### src/rtl/core/alpha_run_length_record_decoder_macros.svh
// Assertion macros shared by the alpha run-length record decoder modules.
`ifndef ALPHA_RUN_LENGTH_RECORD_DECODER_MACROS_SVH
`define ALPHA_RUN_LENGTH_RECORD_DECODER_MACROS_SVH
`ifndef SYNTHESIS
`define ARLRD_ASSERT_NOW(lbl, clk, rst_n, ante, cons) \
    lbl: assert property (@(posedge clk) disable iff (!rst_n) (ante) |-> (cons)) \
        else $error("arlrd same-cycle check failed");
`define ARLRD_ASSERT_NEXT(lbl, clk, rst_n, ante, cons) \
    lbl: assert property (@(posedge clk) disable iff (!rst_n) (ante) |=> (cons)) \
        else $error("arlrd next-cycle check failed");
`else
`define ARLRD_ASSERT_NOW(lbl, clk, rst_n, ante, cons)
`define ARLRD_ASSERT_NEXT(lbl, clk, rst_n, ante, cons)
`endif
`endif

### src/rtl/core/arlrd_pkg.sv
// Shared types, constants and helpers of the alpha run-length record decoder.
`timescale 1ns / 1ps
`default_nettype none
package arlrd_pkg;

    localparam int DIM_BITS     = 16;
    localparam int HDR_BYTES    = 24;
    localparam int QUEUE_DEPTH  = 4;
    localparam int QPTR_BITS    = $clog2(QUEUE_DEPTH);
    localparam int QCNT_BITS    = $clog2(QUEUE_DEPTH + 1);

    localparam logic [4:0] HDR_LAST = 5'(HDR_BYTES - 1);
    localparam logic [4:0] HDR_DONE = 5'(HDR_BYTES);
    localparam logic [15:0] DIM_MASK = 16'(((64'd1 << DIM_BITS) - 64'd1));

    localparam logic [7:0] MAGIC_0 = 8'h56;
    localparam logic [7:0] MAGIC_1 = 8'h46;
    localparam logic [7:0] MAGIC_2 = 8'h41;
    localparam logic [7:0] MAGIC_3 = 8'h52;
    localparam logic [7:0] VERSION = 8'h01;
    localparam logic [7:0] COUNT_MASK = 8'h7f;
    localparam logic [7:0] REPEAT_BIT = 8'h80;

    typedef enum logic [1:0] {
        CFG_FRAME_WIDTH   = 2'd0,
        CFG_FRAME_HEIGHT  = 2'd1,
        CFG_DECODED_LIMIT = 2'd2
    } arlrd_cfg_idx_t;

    typedef enum logic [1:0] {
        KIND_PIXEL_RUN = 2'd0,
        KIND_FINISHED  = 2'd1,
        KIND_FAILED    = 2'd2
    } arlrd_kind_t;

    typedef enum logic [2:0] {
        ST_OK         = 3'd0,
        ST_HEADER     = 3'd1,
        ST_LAYOUT     = 3'd2,
        ST_LIMIT      = 3'd3,
        ST_RAW_LENGTH = 3'd4,
        ST_OVERFLOW   = 3'd5,
        ST_TRUNCATED  = 3'd6,
        ST_TRAILING   = 3'd7
    } arlrd_status_t;

    // One command from the front end: an optional pixel run, then an
    // optional closing status.
    typedef struct packed {
        logic          has_pixel;
        logic [7:0]    pixel_value;
        logic [7:0]    run_length;
        logic          has_status;
        logic          status_fail;
        arlrd_status_t status_code;
    } arlrd_cmd_t;

    function automatic logic [15:0] dim_value(input logic [15:0] cfg_dim);
        return cfg_dim & DIM_MASK;
    endfunction

endpackage
`default_nettype wire

### src/rtl/core/arlrd_if.sv
// Handshake interfaces of the decoder: encoded bytes, results and configuration writes.
`timescale 1ns / 1ps
`default_nettype none
interface arlrd_in_if;
    logic       valid;
    logic       ready;
    logic [7:0] data_byte;
    logic       end_of_record;
    modport source (output valid, output data_byte, output end_of_record, input ready);
    modport sink   (input valid, input data_byte, input end_of_record, output ready);
endinterface

interface arlrd_out_if;
    logic       valid;
    logic       ready;
    logic [1:0] result_kind;
    logic [7:0] pixel_value;
    logic [7:0] run_length;
    logic [2:0] status_code;
    logic       last_result;
    modport source (output valid, output result_kind, output pixel_value,
                    output run_length, output status_code, output last_result,
                    input ready);
    modport sink   (input valid, input result_kind, input pixel_value,
                    input run_length, input status_code, input last_result,
                    output ready);
endinterface

interface arlrd_cfg_if;
    logic        valid;
    logic        ready;
    logic [1:0]  index;
    logic [31:0] data;
    modport source (output valid, output index, output data, input ready);
    modport sink   (input valid, input index, input data, output ready);
endinterface
`default_nettype wire

### src/rtl/core/arlrd_front.sv
// Front end: configuration registers, header checks and per-byte run decoding.
`timescale 1ns / 1ps
`default_nettype none
`include "alpha_run_length_record_decoder_macros.svh"
module arlrd_front
    import arlrd_pkg::*;
(
    input  wire logic   clk,
    input  wire logic   rst_n,
    arlrd_in_if.sink    enc,
    arlrd_cfg_if.sink   cfg,
    input  wire logic   q_ready,
    output logic        q_push,
    output arlrd_cmd_t  q_cmd
);

    logic [15:0] width_reg, height_reg;
    logic [31:0] limit_reg;
    logic [31:0] product_reg;

    logic [4:0]  hdr_pos_reg, hdr_pos_next;
    logic [1:0]  hdr_fault_reg, hdr_fault_next;
    logic        area_hi_nz_reg, area_hi_nz_next;
    logic [31:0] area_lo_reg, area_lo_next;
    logic        run_mode_reg, run_mode_next;
    logic [31:0] remain_reg, remain_next;
    logic [7:0]  lit_rem_reg, lit_rem_next;
    logic        rep_pend_reg, rep_pend_next;
    logic [7:0]  rep_len_reg, rep_len_next;
    logic        failed_reg, failed_next;

    logic          fire;
    logic [7:0]    b;
    logic          eor;
    logic [31:0]   dim_word;
    logic [7:0]    dim_byte;
    logic [31:0]   area_full;
    logic [7:0]    run;
    logic          fail_now;
    arlrd_status_t fail_code;
    logic          close_ok;
    arlrd_cmd_t    cmd;

    assign cfg.ready = 1'b1;
    assign enc.ready = q_ready;
    assign fire      = enc.valid & q_ready;
    assign b         = enc.data_byte;
    assign eor       = enc.end_of_record;

    always_ff @(posedge clk or negedge rst_n)
    begin
        if (!rst_n)
        begin
            width_reg  <= '0;
            height_reg <= '0;
            limit_reg  <= '0;
        end
        else if (cfg.valid)
        begin
            unique case (cfg.index)
                CFG_FRAME_WIDTH:   width_reg  <= cfg.data[15:0];
                CFG_FRAME_HEIGHT:  height_reg <= cfg.data[15:0];
                CFG_DECODED_LIMIT: limit_reg  <= cfg.data;
                default:           ;
            endcase
        end
    end

    // The expected area is settled long before the last header byte arrives.
    always_ff @(posedge clk)
    begin
        product_reg <= dim_value(width_reg) * dim_value(height_reg);
    end

    always_comb
    begin
        dim_word = (hdr_pos_reg < 5'd12) ? {16'd0, dim_value(width_reg)}
                                         : {16'd0, dim_value(height_reg)};
        case (hdr_pos_reg[1:0])
            2'd0:    dim_byte = dim_word[31:24];
            2'd1:    dim_byte = dim_word[23:16];
            2'd2:    dim_byte = dim_word[15:8];
            default: dim_byte = dim_word[7:0];
        endcase
    end

    assign area_full = {area_lo_reg[23:0], b};
    assign run       = {1'b0, b[6:0] & COUNT_MASK[6:0]} + 8'd1;

    always_comb
    begin
        hdr_pos_next    = hdr_pos_reg;
        hdr_fault_next  = hdr_fault_reg;
        area_hi_nz_next = area_hi_nz_reg;
        area_lo_next    = area_lo_reg;
        run_mode_next   = run_mode_reg;
        remain_next     = remain_reg;
        lit_rem_next    = lit_rem_reg;
        rep_pend_next   = rep_pend_reg;
        rep_len_next    = rep_len_reg;
        failed_next     = failed_reg;
        fail_now        = 1'b0;
        fail_code       = ST_OK;
        close_ok        = 1'b0;
        cmd             = '0;

        if (failed_reg)
        begin
            // Bytes after a failure are dropped up to the end of the record.
        end
        else if (hdr_pos_reg < HDR_DONE)
        begin
            hdr_pos_next = hdr_pos_reg + 5'd1;
            area_lo_next = area_full;
            if (hdr_pos_reg < 5'd4)
            begin
                case (hdr_pos_reg[1:0])
                    2'd0:    if (b != MAGIC_0 && hdr_fault_next == 2'd0) hdr_fault_next = 2'd1;
                    2'd1:    if (b != MAGIC_1 && hdr_fault_next == 2'd0) hdr_fault_next = 2'd1;
                    2'd2:    if (b != MAGIC_2 && hdr_fault_next == 2'd0) hdr_fault_next = 2'd1;
                    default: if (b != MAGIC_3 && hdr_fault_next == 2'd0) hdr_fault_next = 2'd1;
                endcase
            end
            else if (hdr_pos_reg == 5'd4)
            begin
                if (b != VERSION && hdr_fault_next == 2'd0)
                    hdr_fault_next = 2'd1;
            end
            else if (hdr_pos_reg == 5'd5)
            begin
                if (b > 8'd1 && hdr_fault_next == 2'd0)
                    hdr_fault_next = 2'd2;
                run_mode_next = b[0];
            end
            else if (hdr_pos_reg < 5'd8)
            begin
                if (b != 8'd0 && hdr_fault_next == 2'd0)
                    hdr_fault_next = 2'd2;
            end
            else if (hdr_pos_reg < 5'd16)
            begin
                if (dim_byte != b && hdr_fault_next == 2'd0)
                    hdr_fault_next = 2'd2;
            end
            else if (hdr_pos_reg < 5'd20)
            begin
                // Upper half of the 64-bit area must be zero to match.
                if (b != 8'd0)
                    area_hi_nz_next = 1'b1;
            end

            if (hdr_pos_reg != HDR_LAST)
            begin
                if (eor)
                begin
                    fail_now  = 1'b1;
                    fail_code = ST_HEADER;
                end
            end
            else
            begin
                if (hdr_fault_next == 2'd0 &&
                    (product_reg == 32'd0 || product_reg > limit_reg ||
                     area_hi_nz_next || area_full != product_reg))
                    hdr_fault_next = 2'd3;
                remain_next = area_full;
                if (hdr_fault_next != 2'd0)
                begin
                    fail_now  = 1'b1;
                    fail_code = arlrd_status_t'({1'b0, hdr_fault_next});
                end
            end
        end
        else if (!run_mode_reg)
        begin
            if (remain_reg == 32'd0)
            begin
                fail_now  = 1'b1;
                fail_code = ST_RAW_LENGTH;
            end
            else
            begin
                cmd.has_pixel   = 1'b1;
                cmd.pixel_value = b;
                cmd.run_length  = 8'd1;
                remain_next     = remain_reg - 32'd1;
            end
        end
        else if (rep_pend_reg)
        begin
            cmd.has_pixel   = 1'b1;
            cmd.pixel_value = b;
            cmd.run_length  = rep_len_reg;
            remain_next     = remain_reg - {24'd0, rep_len_reg};
            rep_pend_next   = 1'b0;
        end
        else if (lit_rem_reg != 8'd0)
        begin
            cmd.has_pixel   = 1'b1;
            cmd.pixel_value = b;
            cmd.run_length  = 8'd1;
            remain_next     = remain_reg - 32'd1;
            lit_rem_next    = lit_rem_reg - 8'd1;
        end
        else
        begin
            // Control byte: the run must fit in the pixels still missing.
            if (remain_reg == 32'd0)
            begin
                fail_now  = 1'b1;
                fail_code = ST_TRAILING;
            end
            else if ({24'd0, run} > remain_reg)
            begin
                fail_now  = 1'b1;
                fail_code = ST_OVERFLOW;
            end
            else if ((b & REPEAT_BIT) != 8'd0)
            begin
                rep_pend_next = 1'b1;
                rep_len_next  = run;
            end
            else
            begin
                lit_rem_next = run;
            end
        end

        if (!failed_reg && !fail_now && eor)
        begin
            if (!run_mode_next)
            begin
                if (remain_next != 32'd0)
                begin
                    fail_now  = 1'b1;
                    fail_code = ST_RAW_LENGTH;
                end
            end
            else if (rep_pend_next || lit_rem_next != 8'd0)
            begin
                fail_now  = 1'b1;
                fail_code = ST_TRUNCATED;
            end
            else if (remain_next != 32'd0)
            begin
                fail_now  = 1'b1;
                fail_code = ST_TRAILING;
            end
            if (!fail_now)
                close_ok = 1'b1;
        end

        if (fail_now)
        begin
            cmd.has_status  = 1'b1;
            cmd.status_fail = 1'b1;
            cmd.status_code = fail_code;
            failed_next     = 1'b1;
        end
        else if (close_ok)
        begin
            cmd.has_status  = 1'b1;
            cmd.status_code = ST_OK;
        end

        if (eor && (failed_reg || fail_now || close_ok))
        begin
            hdr_pos_next    = '0;
            hdr_fault_next  = '0;
            area_hi_nz_next = 1'b0;
            area_lo_next    = '0;
            run_mode_next   = 1'b0;
            remain_next     = '0;
            lit_rem_next    = '0;
            rep_pend_next   = 1'b0;
            rep_len_next    = '0;
            failed_next     = 1'b0;
        end
    end

    assign q_cmd  = cmd;
    assign q_push = fire & (cmd.has_pixel | cmd.has_status);

    always_ff @(posedge clk or negedge rst_n)
    begin
        if (!rst_n)
        begin
            hdr_pos_reg    <= '0;
            hdr_fault_reg  <= '0;
            area_hi_nz_reg <= 1'b0;
            area_lo_reg    <= '0;
            run_mode_reg   <= 1'b0;
            remain_reg     <= '0;
            lit_rem_reg    <= '0;
            rep_pend_reg   <= 1'b0;
            rep_len_reg    <= '0;
            failed_reg     <= 1'b0;
        end
        else if (fire)
        begin
            hdr_pos_reg    <= hdr_pos_next;
            hdr_fault_reg  <= hdr_fault_next;
            area_hi_nz_reg <= area_hi_nz_next;
            area_lo_reg    <= area_lo_next;
            run_mode_reg   <= run_mode_next;
            remain_reg     <= remain_next;
            lit_rem_reg    <= lit_rem_next;
            rep_pend_reg   <= rep_pend_next;
            rep_len_reg    <= rep_len_next;
            failed_reg     <= failed_next;
        end
    end

    `ARLRD_ASSERT_NOW(a_failed_after_header, clk, rst_n, failed_reg, (hdr_pos_reg == HDR_DONE))
    `ARLRD_ASSERT_NOW(a_owed_only_in_rle, clk, rst_n, (lit_rem_reg != 8'd0) || rep_pend_reg, (run_mode_reg && hdr_pos_reg == HDR_DONE))

endmodule
`default_nettype wire

### src/rtl/core/arlrd_queue.sv
// Short command queue between the front end and the result sequencer.
`timescale 1ns / 1ps
`default_nettype none
`include "alpha_run_length_record_decoder_macros.svh"
module arlrd_queue
    import arlrd_pkg::*;
(
    input  wire logic       clk,
    input  wire logic       rst_n,
    input  wire logic       push,
    input  wire arlrd_cmd_t push_cmd,
    output logic            push_ready,
    output logic            head_valid,
    output arlrd_cmd_t      head_cmd,
    input  wire logic       pop
);

    arlrd_cmd_t           mem [QUEUE_DEPTH];
    logic [QPTR_BITS-1:0] wr_ptr_reg, rd_ptr_reg;
    logic [QCNT_BITS-1:0] count_reg, count_next;
    logic                 do_pop;

    assign push_ready = (count_reg != QCNT_BITS'(QUEUE_DEPTH));
    assign head_valid = (count_reg != '0);
    assign head_cmd   = mem[rd_ptr_reg];
    assign do_pop     = pop & head_valid;

    always_ff @(posedge clk)
    begin
        if (push)
            mem[wr_ptr_reg] <= push_cmd;
    end

    always_comb
    begin
        count_next = count_reg;
        if (push && !do_pop)
            count_next = count_reg + 1'b1;
        else if (!push && do_pop)
            count_next = count_reg - 1'b1;
    end

    always_ff @(posedge clk or negedge rst_n)
    begin
        if (!rst_n)
        begin
            wr_ptr_reg <= '0;
            rd_ptr_reg <= '0;
            count_reg  <= '0;
        end
        else
        begin
            if (push)
                wr_ptr_reg <= wr_ptr_reg + 1'b1;
            if (do_pop)
                rd_ptr_reg <= rd_ptr_reg + 1'b1;
            count_reg <= count_next;
        end
    end

    `ARLRD_ASSERT_NOW(a_count_bounded, clk, rst_n, 1'b1, (count_reg <= QCNT_BITS'(QUEUE_DEPTH)))
    `ARLRD_ASSERT_NOW(a_no_push_when_full, clk, rst_n, push, push_ready)

endmodule
`default_nettype wire

### src/rtl/core/arlrd_back.sv
// Result sequencer: expands each command into its pixel run and status items.
`timescale 1ns / 1ps
`default_nettype none
`include "alpha_run_length_record_decoder_macros.svh"
module arlrd_back
    import arlrd_pkg::*;
(
    input  wire logic       clk,
    input  wire logic       rst_n,
    input  wire logic       head_valid,
    input  wire arlrd_cmd_t head_cmd,
    output logic            pop,
    arlrd_out_if.source     dec
);

    logic        out_valid_reg;
    logic [1:0]  kind_reg;
    logic [7:0]  pixel_reg;
    logic [7:0]  run_reg;
    logic [2:0]  code_reg;
    logic        last_reg;
    logic        phase_reg, phase_next;
    logic        load;
    logic        emit_pixel;

    // The output register takes a new item when it is empty or being drained.
    assign load       = head_valid & (~out_valid_reg | dec.ready);
    assign emit_pixel = head_cmd.has_pixel & ~phase_reg;

    always_comb
    begin
        phase_next = phase_reg;
        pop        = 1'b0;
        if (load)
        begin
            if (emit_pixel && head_cmd.has_status)
                phase_next = 1'b1;
            else
            begin
                phase_next = 1'b0;
                pop        = 1'b1;
            end
        end
    end

    always_ff @(posedge clk or negedge rst_n)
    begin
        if (!rst_n)
        begin
            out_valid_reg <= 1'b0;
            phase_reg     <= 1'b0;
        end
        else
        begin
            phase_reg <= phase_next;
            if (load)
                out_valid_reg <= 1'b1;
            else if (dec.ready)
                out_valid_reg <= 1'b0;
        end
    end

    always_ff @(posedge clk)
    begin
        if (load)
        begin
            if (emit_pixel)
            begin
                kind_reg  <= KIND_PIXEL_RUN;
                pixel_reg <= head_cmd.pixel_value;
                run_reg   <= head_cmd.run_length;
                code_reg  <= ST_OK;
                last_reg  <= 1'b0;
            end
            else
            begin
                kind_reg  <= head_cmd.status_fail ? KIND_FAILED : KIND_FINISHED;
                pixel_reg <= '0;
                run_reg   <= '0;
                code_reg  <= head_cmd.status_code;
                last_reg  <= 1'b1;
            end
        end
    end

    assign dec.valid       = out_valid_reg;
    assign dec.result_kind = kind_reg;
    assign dec.pixel_value = pixel_reg;
    assign dec.run_length  = run_reg;
    assign dec.status_code = code_reg;
    assign dec.last_result = last_reg;

    `ARLRD_ASSERT_NOW(a_status_pending_has_head, clk, rst_n, phase_reg, (head_valid && head_cmd.has_status))
    `ARLRD_ASSERT_NEXT(a_status_follows_pixel, clk, rst_n, (load && emit_pixel && head_cmd.has_status), phase_reg)

endmodule
`default_nettype wire

### src/rtl/core/alpha_run_length_record_decoder.sv
// Top level of the alpha run-length record decoder.
//
//  Channel | Role        | Contents
//  --------+-------------+------------------------------------------------------
//  enc     | item in     | data_byte, end_of_record
//  dec     | item out    | result_kind, pixel_value, run_length, status_code,
//          |             | last_result
//  cfg     | write in    | index (0 width, 1 height, 2 decoded limit), data
//
// The front end takes one encoded byte per cycle while the command queue has
// room, with counter updates and compares in the front end's state registers.
// An item yields at most two results (a pixel run and a closing status); the
// result sequencer sends one result per cycle while the receiver is ready, and
// the four-entry command queue absorbs the items that yield two results.
// An accepted byte's first result passes through the queue and output register.
// Reset is asynchronous and active low and clears all control state; no
// clearing pass is needed. A stalled output holds its item while the front end
// keeps accepting bytes until the queue fills.
`timescale 1ns / 1ps
`default_nettype none
module alpha_run_length_record_decoder
    import arlrd_pkg::*;
(
    input  wire logic   clk,
    input  wire logic   rst_n,
    arlrd_in_if.sink    enc,
    arlrd_out_if.source dec,
    arlrd_cfg_if.sink   cfg
);

    logic       q_push;
    logic       q_ready;
    arlrd_cmd_t q_cmd;
    logic       head_valid;
    arlrd_cmd_t head_cmd;
    logic       pop;

    // Front end: registers, header validation and per-byte decode. It emits
    // one command per byte that produces any result.
    arlrd_front u_front (
        .clk     (clk),
        .rst_n   (rst_n),
        .enc     (enc),
        .cfg     (cfg),
        .q_ready (q_ready),
        .q_push  (q_push),
        .q_cmd   (q_cmd)
    );

    // The queue lets the front end run ahead while results are stalled.
    arlrd_queue u_queue (
        .clk        (clk),
        .rst_n      (rst_n),
        .push       (q_push),
        .push_cmd   (q_cmd),
        .push_ready (q_ready),
        .head_valid (head_valid),
        .head_cmd   (head_cmd),
        .pop        (pop)
    );

    // The back end turns each command into one or two result items.
    arlrd_back u_back (
        .clk        (clk),
        .rst_n      (rst_n),
        .head_valid (head_valid),
        .head_cmd   (head_cmd),
        .pop        (pop),
        .dec        (dec)
    );

endmodule
`default_nettype wire

### src/flat_wrapper.sv
// flat-port wrapper written by rule: the top's interface ports become plain ports
module alpha_run_length_record_decoder_flat import arlrd_pkg::*;
  (clk, rst_n, enc_valid, enc_data_byte, enc_end_of_record, enc_ready, dec_valid, dec_result_kind, dec_pixel_value, dec_run_length, dec_status_code, dec_last_result, dec_ready, cfg_valid, cfg_index, cfg_data, cfg_ready);
  arlrd_in_if enc_i ();
  arlrd_out_if dec_i ();
  arlrd_cfg_if cfg_i ();
  input  wire logic clk;
  input  wire logic rst_n;
  input wire logic [$bits(enc_i.valid)-1:0] enc_valid;
  input wire logic [$bits(enc_i.data_byte)-1:0] enc_data_byte;
  input wire logic [$bits(enc_i.end_of_record)-1:0] enc_end_of_record;
  output wire logic [$bits(enc_i.ready)-1:0] enc_ready;
  output wire logic [$bits(dec_i.valid)-1:0] dec_valid;
  output wire logic [$bits(dec_i.result_kind)-1:0] dec_result_kind;
  output wire logic [$bits(dec_i.pixel_value)-1:0] dec_pixel_value;
  output wire logic [$bits(dec_i.run_length)-1:0] dec_run_length;
  output wire logic [$bits(dec_i.status_code)-1:0] dec_status_code;
  output wire logic [$bits(dec_i.last_result)-1:0] dec_last_result;
  input wire logic [$bits(dec_i.ready)-1:0] dec_ready;
  input wire logic [$bits(cfg_i.valid)-1:0] cfg_valid;
  input wire logic [$bits(cfg_i.index)-1:0] cfg_index;
  input wire logic [$bits(cfg_i.data)-1:0] cfg_data;
  output wire logic [$bits(cfg_i.ready)-1:0] cfg_ready;
  assign enc_i.valid = enc_valid;
  assign enc_i.data_byte = enc_data_byte;
  assign enc_i.end_of_record = enc_end_of_record;
  assign enc_ready = enc_i.ready;
  assign dec_valid = dec_i.valid;
  assign dec_result_kind = dec_i.result_kind;
  assign dec_pixel_value = dec_i.pixel_value;
  assign dec_run_length = dec_i.run_length;
  assign dec_status_code = dec_i.status_code;
  assign dec_last_result = dec_i.last_result;
  assign dec_i.ready = dec_ready;
  assign cfg_i.valid = cfg_valid;
  assign cfg_i.index = cfg_index;
  assign cfg_i.data = cfg_data;
  assign cfg_ready = cfg_i.ready;
  alpha_run_length_record_decoder u_core (.clk(clk), .rst_n(rst_n), .enc(enc_i), .dec(dec_i), .cfg(cfg_i));
endmodule
### config.mk
export PLATFORM = sky130hd
export DESIGN_NAME = alpha_run_length_record_decoder_flat
export DESIGN_NICKNAME = d
export VERILOG_FILES = /design/src/rtl/core/arlrd_pkg.sv /design/src/rtl/core/arlrd_if.sv /design/src/rtl/core/arlrd_front.sv /design/src/rtl/core/arlrd_queue.sv /design/src/rtl/core/arlrd_back.sv /design/src/rtl/core/alpha_run_length_record_decoder.sv /design/src/flat_wrapper.sv
export VERILOG_INCLUDE_DIRS = /design/src /design/src/rtl/core
export SDC_FILE = /design/constraint.sdc
export NUM_CORES = 1
export LEC_CHECK = 0
export ABC_CLOCK_PERIOD_IN_PS = 13900
export BUFFER_PORTS_ARGS = -buffer_cell sky130_fd_sc_hd__buf_2
export CAP_MARGIN = 20
export CORE_AREA = 3 3 216 218
export DETAILED_ROUTE_END_ITERATION = 10
export DIE_AREA = 0 0 219 221
export GPL_TIMING_DRIVEN = 0
export PLACE_DENSITY_LB_ADDON = 0.3
export SKIP_CTS_REPAIR_TIMING = 1
export SYNTH_ARGS = -nofsm -noshare
export SYNTH_HDL_FRONTEND = slang
export SYNTH_HIERARCHICAL = 1
export SYNTH_SLANG_ARGS = --single-unit
### constraint.sdc
create_clock -name clk -period 13.9 [get_ports clk]
set_clock_uncertainty 0.2 [all_clocks]
set_input_delay 4.17 -clock clk [delete_from_list [all_inputs] [get_ports clk]]
set_output_delay 4.17 -clock clk [all_outputs]
set_load 0.1 [all_outputs]
==> flow_metrics.tcl, run 1 <==
set metrics [dict create \
    wl_per_cell_um 24.6 \
    synthCells 2538 \
    grt_start_max_net_pins 107 \
    gp_congestion 1.02 \
    synth_edf_count 110 \
    ios 73 \
    cp_max_fo 10 \
    fp.coreArea_um2 45100 \
    fmax_mhz 103 \
    clockBufferDepth 3 \
    cts_tree "yes" \
    status "completed" \
    worst_hold_path_type "register to register" \
    synth_flop_cell "dfrtp_1" \
    rows 78 \
    max_cap_violations 0 \
    ctsRootBufferMaster "clkbuf_16" \
    syn2layout_area_growth_pct 9.57 \
    crit_type "input port to register" \
    drc 0 \
    worst_slew_pin_slew_ns 1.09 \
    diodes 0 \
    fin_nets 3060 \
    io_buffers 68 \
    setup_viol_count_final 0 \
    ys_ff_latch 298 \
    wl_met1_um 30800 \
    n_fill_cell 3853 \
    ff2ff_setup_slack_ns 5.99 \
    crit_required_ns 14.13 \
    period_needed_ns 9.72 \
    synthesis.nets 2949 \
    largest_register_ffs 88 \
    ys_types 99 \
    post-route-util_pct 60.9 \
    first_pass_iters 6 \
    layout-drive-gt1-share_pct 10.2 \
    die_y_um 221 \
    wl_met3_um 6170 \
    worstRegToRegCells 25 \
    yosysSeqAreaShare_pct 31.3 \
    wl_met2_um 38900 \
    first_global_vias 20800 \
    slew_viol_final 0 \
    relSlewSlack_pct 26.7 \
    start_util_pct 55.5 \
    synth_top_cell_by_area "fa_1" \
    htree_levels 2 \
    die_w_um 219 \
    vias 20600 \
    hold_violations 0 \
    period_share_pct 69.9 \
    path_clk_slew_ns 0.06 \
    post-dp-hpwl_um 61900 \
    tns_ns 0 \
    start_kind "input port" \
    antenna_found_initial 0 \
    cts_buffers 34 \
    arrival_ns 9.95 \
    dieArea_um2 48400 \
    wl_um 80600 \
    viasPerCell 6.30 \
    rsz0062_at_grt "no" \
    setup.worst_path.start "enc_data_byte[0]" \
    final_common_cell "inv_1" \
    cts.sinks 298 \
    top_layer "met4" \
    timing.rr.end "u_core/u_front/product_reg[30]" \
    grt_pass1_wl_um 123000 \
    ys_top_cells_by_area "fa_1 16%, dfrtp_1 16%, edfxtp_1 13%, ha_1 8.3%, inv_1 4.6%" \
    syn_area_per_cell_um2 9.87 \
    cp-endpoint "u_core/u_queue/count_reg[2]" \
    globalRoute.totalOverflow 0 \
    placed_cell_area_um2 26200 \
    worstReg2RegStart "u_core/u_front/width_reg[9]" \
    yosysWarnings 6 \
    async_flop_share_pct 52.3 \
    final_cell_mix "307 x inv_1, 274 x nand2_1, 196 x fa_1" \
    syn_area_um2 25000 \
    synth_top_area_share_pct 15.7 \
    regMostFlops "u_core/u_queue/mem" \
    pre_cts_ws_ns 3.65 \
    fin_area_um2 27400 \
    end_kind "register" \
    drtAntennaViolNets 0 \
    clock_latency_ns 0.54 \
    grt_usage_pct 33.3 \
    setup_slack_ns 4.18 \
    drt-initial-drc-count 2114 \
]
-- Yosys cell counts (6+ instances only) --
cell type and n:
o21bai_1 8, a21o_1 20, dfrtp_1 156, dfxtp_1 32, a31oi_1 13, xnor2_1 74, clkbuf_1 115, nand3_1 36
ha_1 167, nor2b_1 16, o21a_1 12, or4_1 12, fa_1 196, o211ai_1 10, o31ai_1 20, xor2_1 20
edfxtp_1 110, nor4_1 31, a211oi_1 17, nand2b_1 9, buf_1 6, or2_2 6, o22ai_1 25, nand4_1 32
o21ai_0 76, a311oi_1 8, mux2_2 68, nor2_1 109, a21boi_0 11, mux4_2 18, and2_1 119, and3_1 26
nand2_1 274, mux2i_1 25, a221oi_1 6, a22o_1 42, or3_1 20, a21oi_1 80, buf_2 13, nor3_1 50
inv_1 307
-- metrics by stage --
stage	std cells	hold slack, ns
final	3275	0.286
after global routing	3275	0.321
after CTS	3270	0.283
after detailed placement	3208	0.274
after global placement	3206	0.265
after floorplan	2538	0.250
-- cell type report --
type | instances | area, µm² | share of cell area, %
Buffer | 146 | 647 | 2.36
Tap cell | 600 | 751 | 2.74
Sequential cell | 298 | 7850 | 28.6
Clock buffer | 41 | 938 | 3.42
Multi-Input combinational cell | 1786 | 15400 | 56.1
Timing Repair Buffer | 75 | 508 | 1.85
Inverter | 308 | 1160 | 4.21
Clock inverter | 21 | 186 | 0.679
-- logic make-up after synthesis --
family / after synthesis / synth area share [%]
adder cells (fa/ha/maj): 363 / 24.0
multiplexers: 115 / 6.10
flip-flops: 298 / 31.3
AO/OA/AOI/OAI: 430 / 12.1
AND/OR/NAND/NOR: 783 / 15.9
buffers and inverters: 454 / 7.20
other: 1 / 0.0150
XOR/XNOR: 94 / 3.29
-- worst min path at each step --
stage	start	depth (start not counted)	endpoint	slack (ns)
global placement	u_core/u_front/rep_len_reg[7]	2	u_core/u_front/rep_len_reg[7]	0.26
CTS	u_core/u_queue/count_reg[2]	1	u_core/u_queue/count_reg[2]	0.28
finish	u_core/u_front/rep_len_reg[5]	2	u_core/u_front/rep_len_reg[5]	0.29
global route	u_core/u_front/rep_len_reg[7]	2	u_core/u_front/rep_len_reg[7]	0.32
detailed placement	u_core/u_front/rep_len_reg[5]	2	u_core/u_front/rep_len_reg[5]	0.27
floorplan	u_core/u_front/rep_len_reg[3]	2	u_core/u_front/rep_len_reg[3]	0.25
-- critical path: stages --
cell and delay [ns]:
buf_2 0.17, clkbuf_1 0.66, inv_1 0.32, ha_1 0.48, ha_1 0.32, nor2b_1 0.12
o21ai_0 0.08, a21boi_0 0.17, o31ai_1 0.19, a21oi_1 0.51, nand3_1 0.17, a2bb2oi_1 0.44
nor2_1 0.13, a21boi_0 0.79, ha_1 0.33, inv_1 0.07, fa_1 0.37, xor2_1 0.18
nor2_1 0.12, xor2_1 0.15
-- per-layer routing --
metal	up-vias	global-route usage (%)
met5	-	0
met3	272	4.67
met4	0	16.5
met1	10200	42.6
met2	1098	55.5
li1	9031	-
Power of run 1 is left out: the tool's default activity adds up to more than one toggle a clock period on the data nets, which glitch-free logic cannot reach.
==> inputs of run 2 (changes only) <==
ABC_CLOCK_PERIOD_IN_PS = 7900   (was 13900)
clock period = 7.9 ns   (was 13.9 ns; I/O delays follow)
==> flow_metrics.tcl, run 2 (synthesis gave the netlist of run 1 again) <==
set metrics [dict create \
    rsz0062_at_grt "no" \
    fin_nets 3056 \
    antenna_found_initial 0 \
    worst_slew_pin_slew_ns 1.13 \
    io_buffers 68 \
    wl_per_cell_um 24.7 \
    slew_viol_final 0 \
    whs_path_depth 2 \
    drt-initial-drc-count 2104 \
    period_needed_ns 7.57 \
    n_fill_cell 3854 \
    path_clk_slew_ns 0.06 \
    globalRoute.totalOverflow 0 \
    vias 20700 \
    crit_type "register to register" \
    worst_hold_path_type "register to register" \
    worstHoldStart "u_core/u_front/rep_len_reg[5]" \
    critical-path-top-delay-family "adder cells" \
    clockBufferDepth 3 \
    wl_um 80800 \
    crit_required_ns 8.11 \
    hold_violations 0 \
    worstRegToRegCells 26 \
    regMostFlops "u_core/u_queue/mem" \
    die_y_um 221 \
    final_cell_mix "307 x inv_1, 274 x nand2_1, 196 x fa_1" \
    area.sequential_um2 7850 \
    gp_congestion 1.02 \
    final_common_cell "inv_1" \
    cpMaxStageDelayCell "clkbuf_1" \
    max_cap_violations 0 \
    cts_buffers 34 \
    first_pass_iters 6 \
    end_kind "register" \
    crit_buf_inv 9 \
    multi_input_area_um2 15400 \
    grt_start_max_net_pins 107 \
    relSlewSlack_pct 24.3 \
    grt_usage_pct 33.3 \
    layout-drive-gt1-share_pct 10.5 \
    fin_worst_hold_slack_ns 0.288 \
    start_kind "register" \
    ctsRootBufferMaster "clkbuf_16" \
    rows 78 \
    drc 0 \
    arrival_ns 7.78 \
    cts.sinks 298 \
    tns_ns 0 \
    slowest_delay_ns 0.67 \
    post-route-util_pct 60.9 \
    grt_pass1_wl_um 123000 \
    clock_latency_ns 0.54 \
    cp_max_fo 10 \
    largest_register_ffs 88 \
    start_util_pct 55.5 \
    first_global_vias 20800 \
    setup_viol_count_final 0 \
    fmax_mhz 132 \
    crit_path_frequent_cell "fa_1" \
    ff2ff_setup_slack_ns 0.33 \
    die_w_um 219 \
    htree_levels 2 \
    fp.coreArea_um2 45100 \
    viasPerCell 6.34 \
    min_to "u_core/u_front/rep_len_reg[5]" \
    post-dp-hpwl_um 61900 \
    drtAntennaViolNets 0 \
    status "completed" \
    period_share_pct 95.8 \
    timing.rr.end "u_core/u_front/product_reg[21]" \
    cts_tree "yes" \
    worstReg2RegStart "u_core/u_front/width_reg[13]" \
    syn2layout_area_growth_pct 9.58 \
    dieArea_um2 48400 \
    ios 73 \
]
run 2: changes by cell type in the layout (fill, tap and decap cells not counted):
cell      change
a21boi_1      +1
a221oi_2      +1
clkbuf_1     -10
a221oi_1      -1
diode_2       +1
buf_1         -1
a21boi_0      -1
clkbuf_2      +7
run 2: worst max-delay path by stage:
stage                                       from                              to  depth (start not counted)
finish              u_core/u_front/width_reg[13]  u_core/u_front/product_reg[21]                         26
global route         u_core/u_front/width_reg[8]  u_core/u_front/product_reg[31]                         25
CTS                  u_core/u_front/width_reg[9]  u_core/u_front/product_reg[21]                         26
detailed placement              enc_data_byte[4]        u_core/u_queue/mem[2][7]                         15
global placement     u_core/u_front/width_reg[9]  u_core/u_front/product_reg[31]                         24
floorplan           u_core/u_front/width_reg[10]  u_core/u_front/product_reg[31]                         24
run 2: per-stage QoR:
step,setup slack (ns),area (µm²),instances
6_report,0.334,27400,3272
3_5_place_dp,-0.549,26200,3208
3_3_place_gp,-0.826,26100,3206
5_1_grt,0.00106,27400,3271
2_1_floorplan,1.20,25000,2538
4_1_cts,-0.334,27300,3270
run 2: cell type report:
class	count	area share, %
plain buffers	142	2.33
well taps	600	2.74
flip-flops and latches	298	28.6
repair buffers	75	1.85
clock buffers	41	3.42
multi-input cells	1786	56.2
diodes	1	0.00912
inverters	308	4.21
clock inverters	21	0.679
run 2: tightest hold or removal path, stage by stage (launching register included):
cell     delay (ns)
dfrtp_1        0.34
nand2_1        0.05
o21ai_0        0.06
run 2: layer usage:
layer  wire, µm  vias up  GRT usage (%)
li1           -     9023              -
met1      30800    10400           42.6
met2      39100     1085           55.5
met3       6300      263           4.67
met4       4630        0           16.5
met5          0        -              0
Power of run 2 is left out for the same reason.
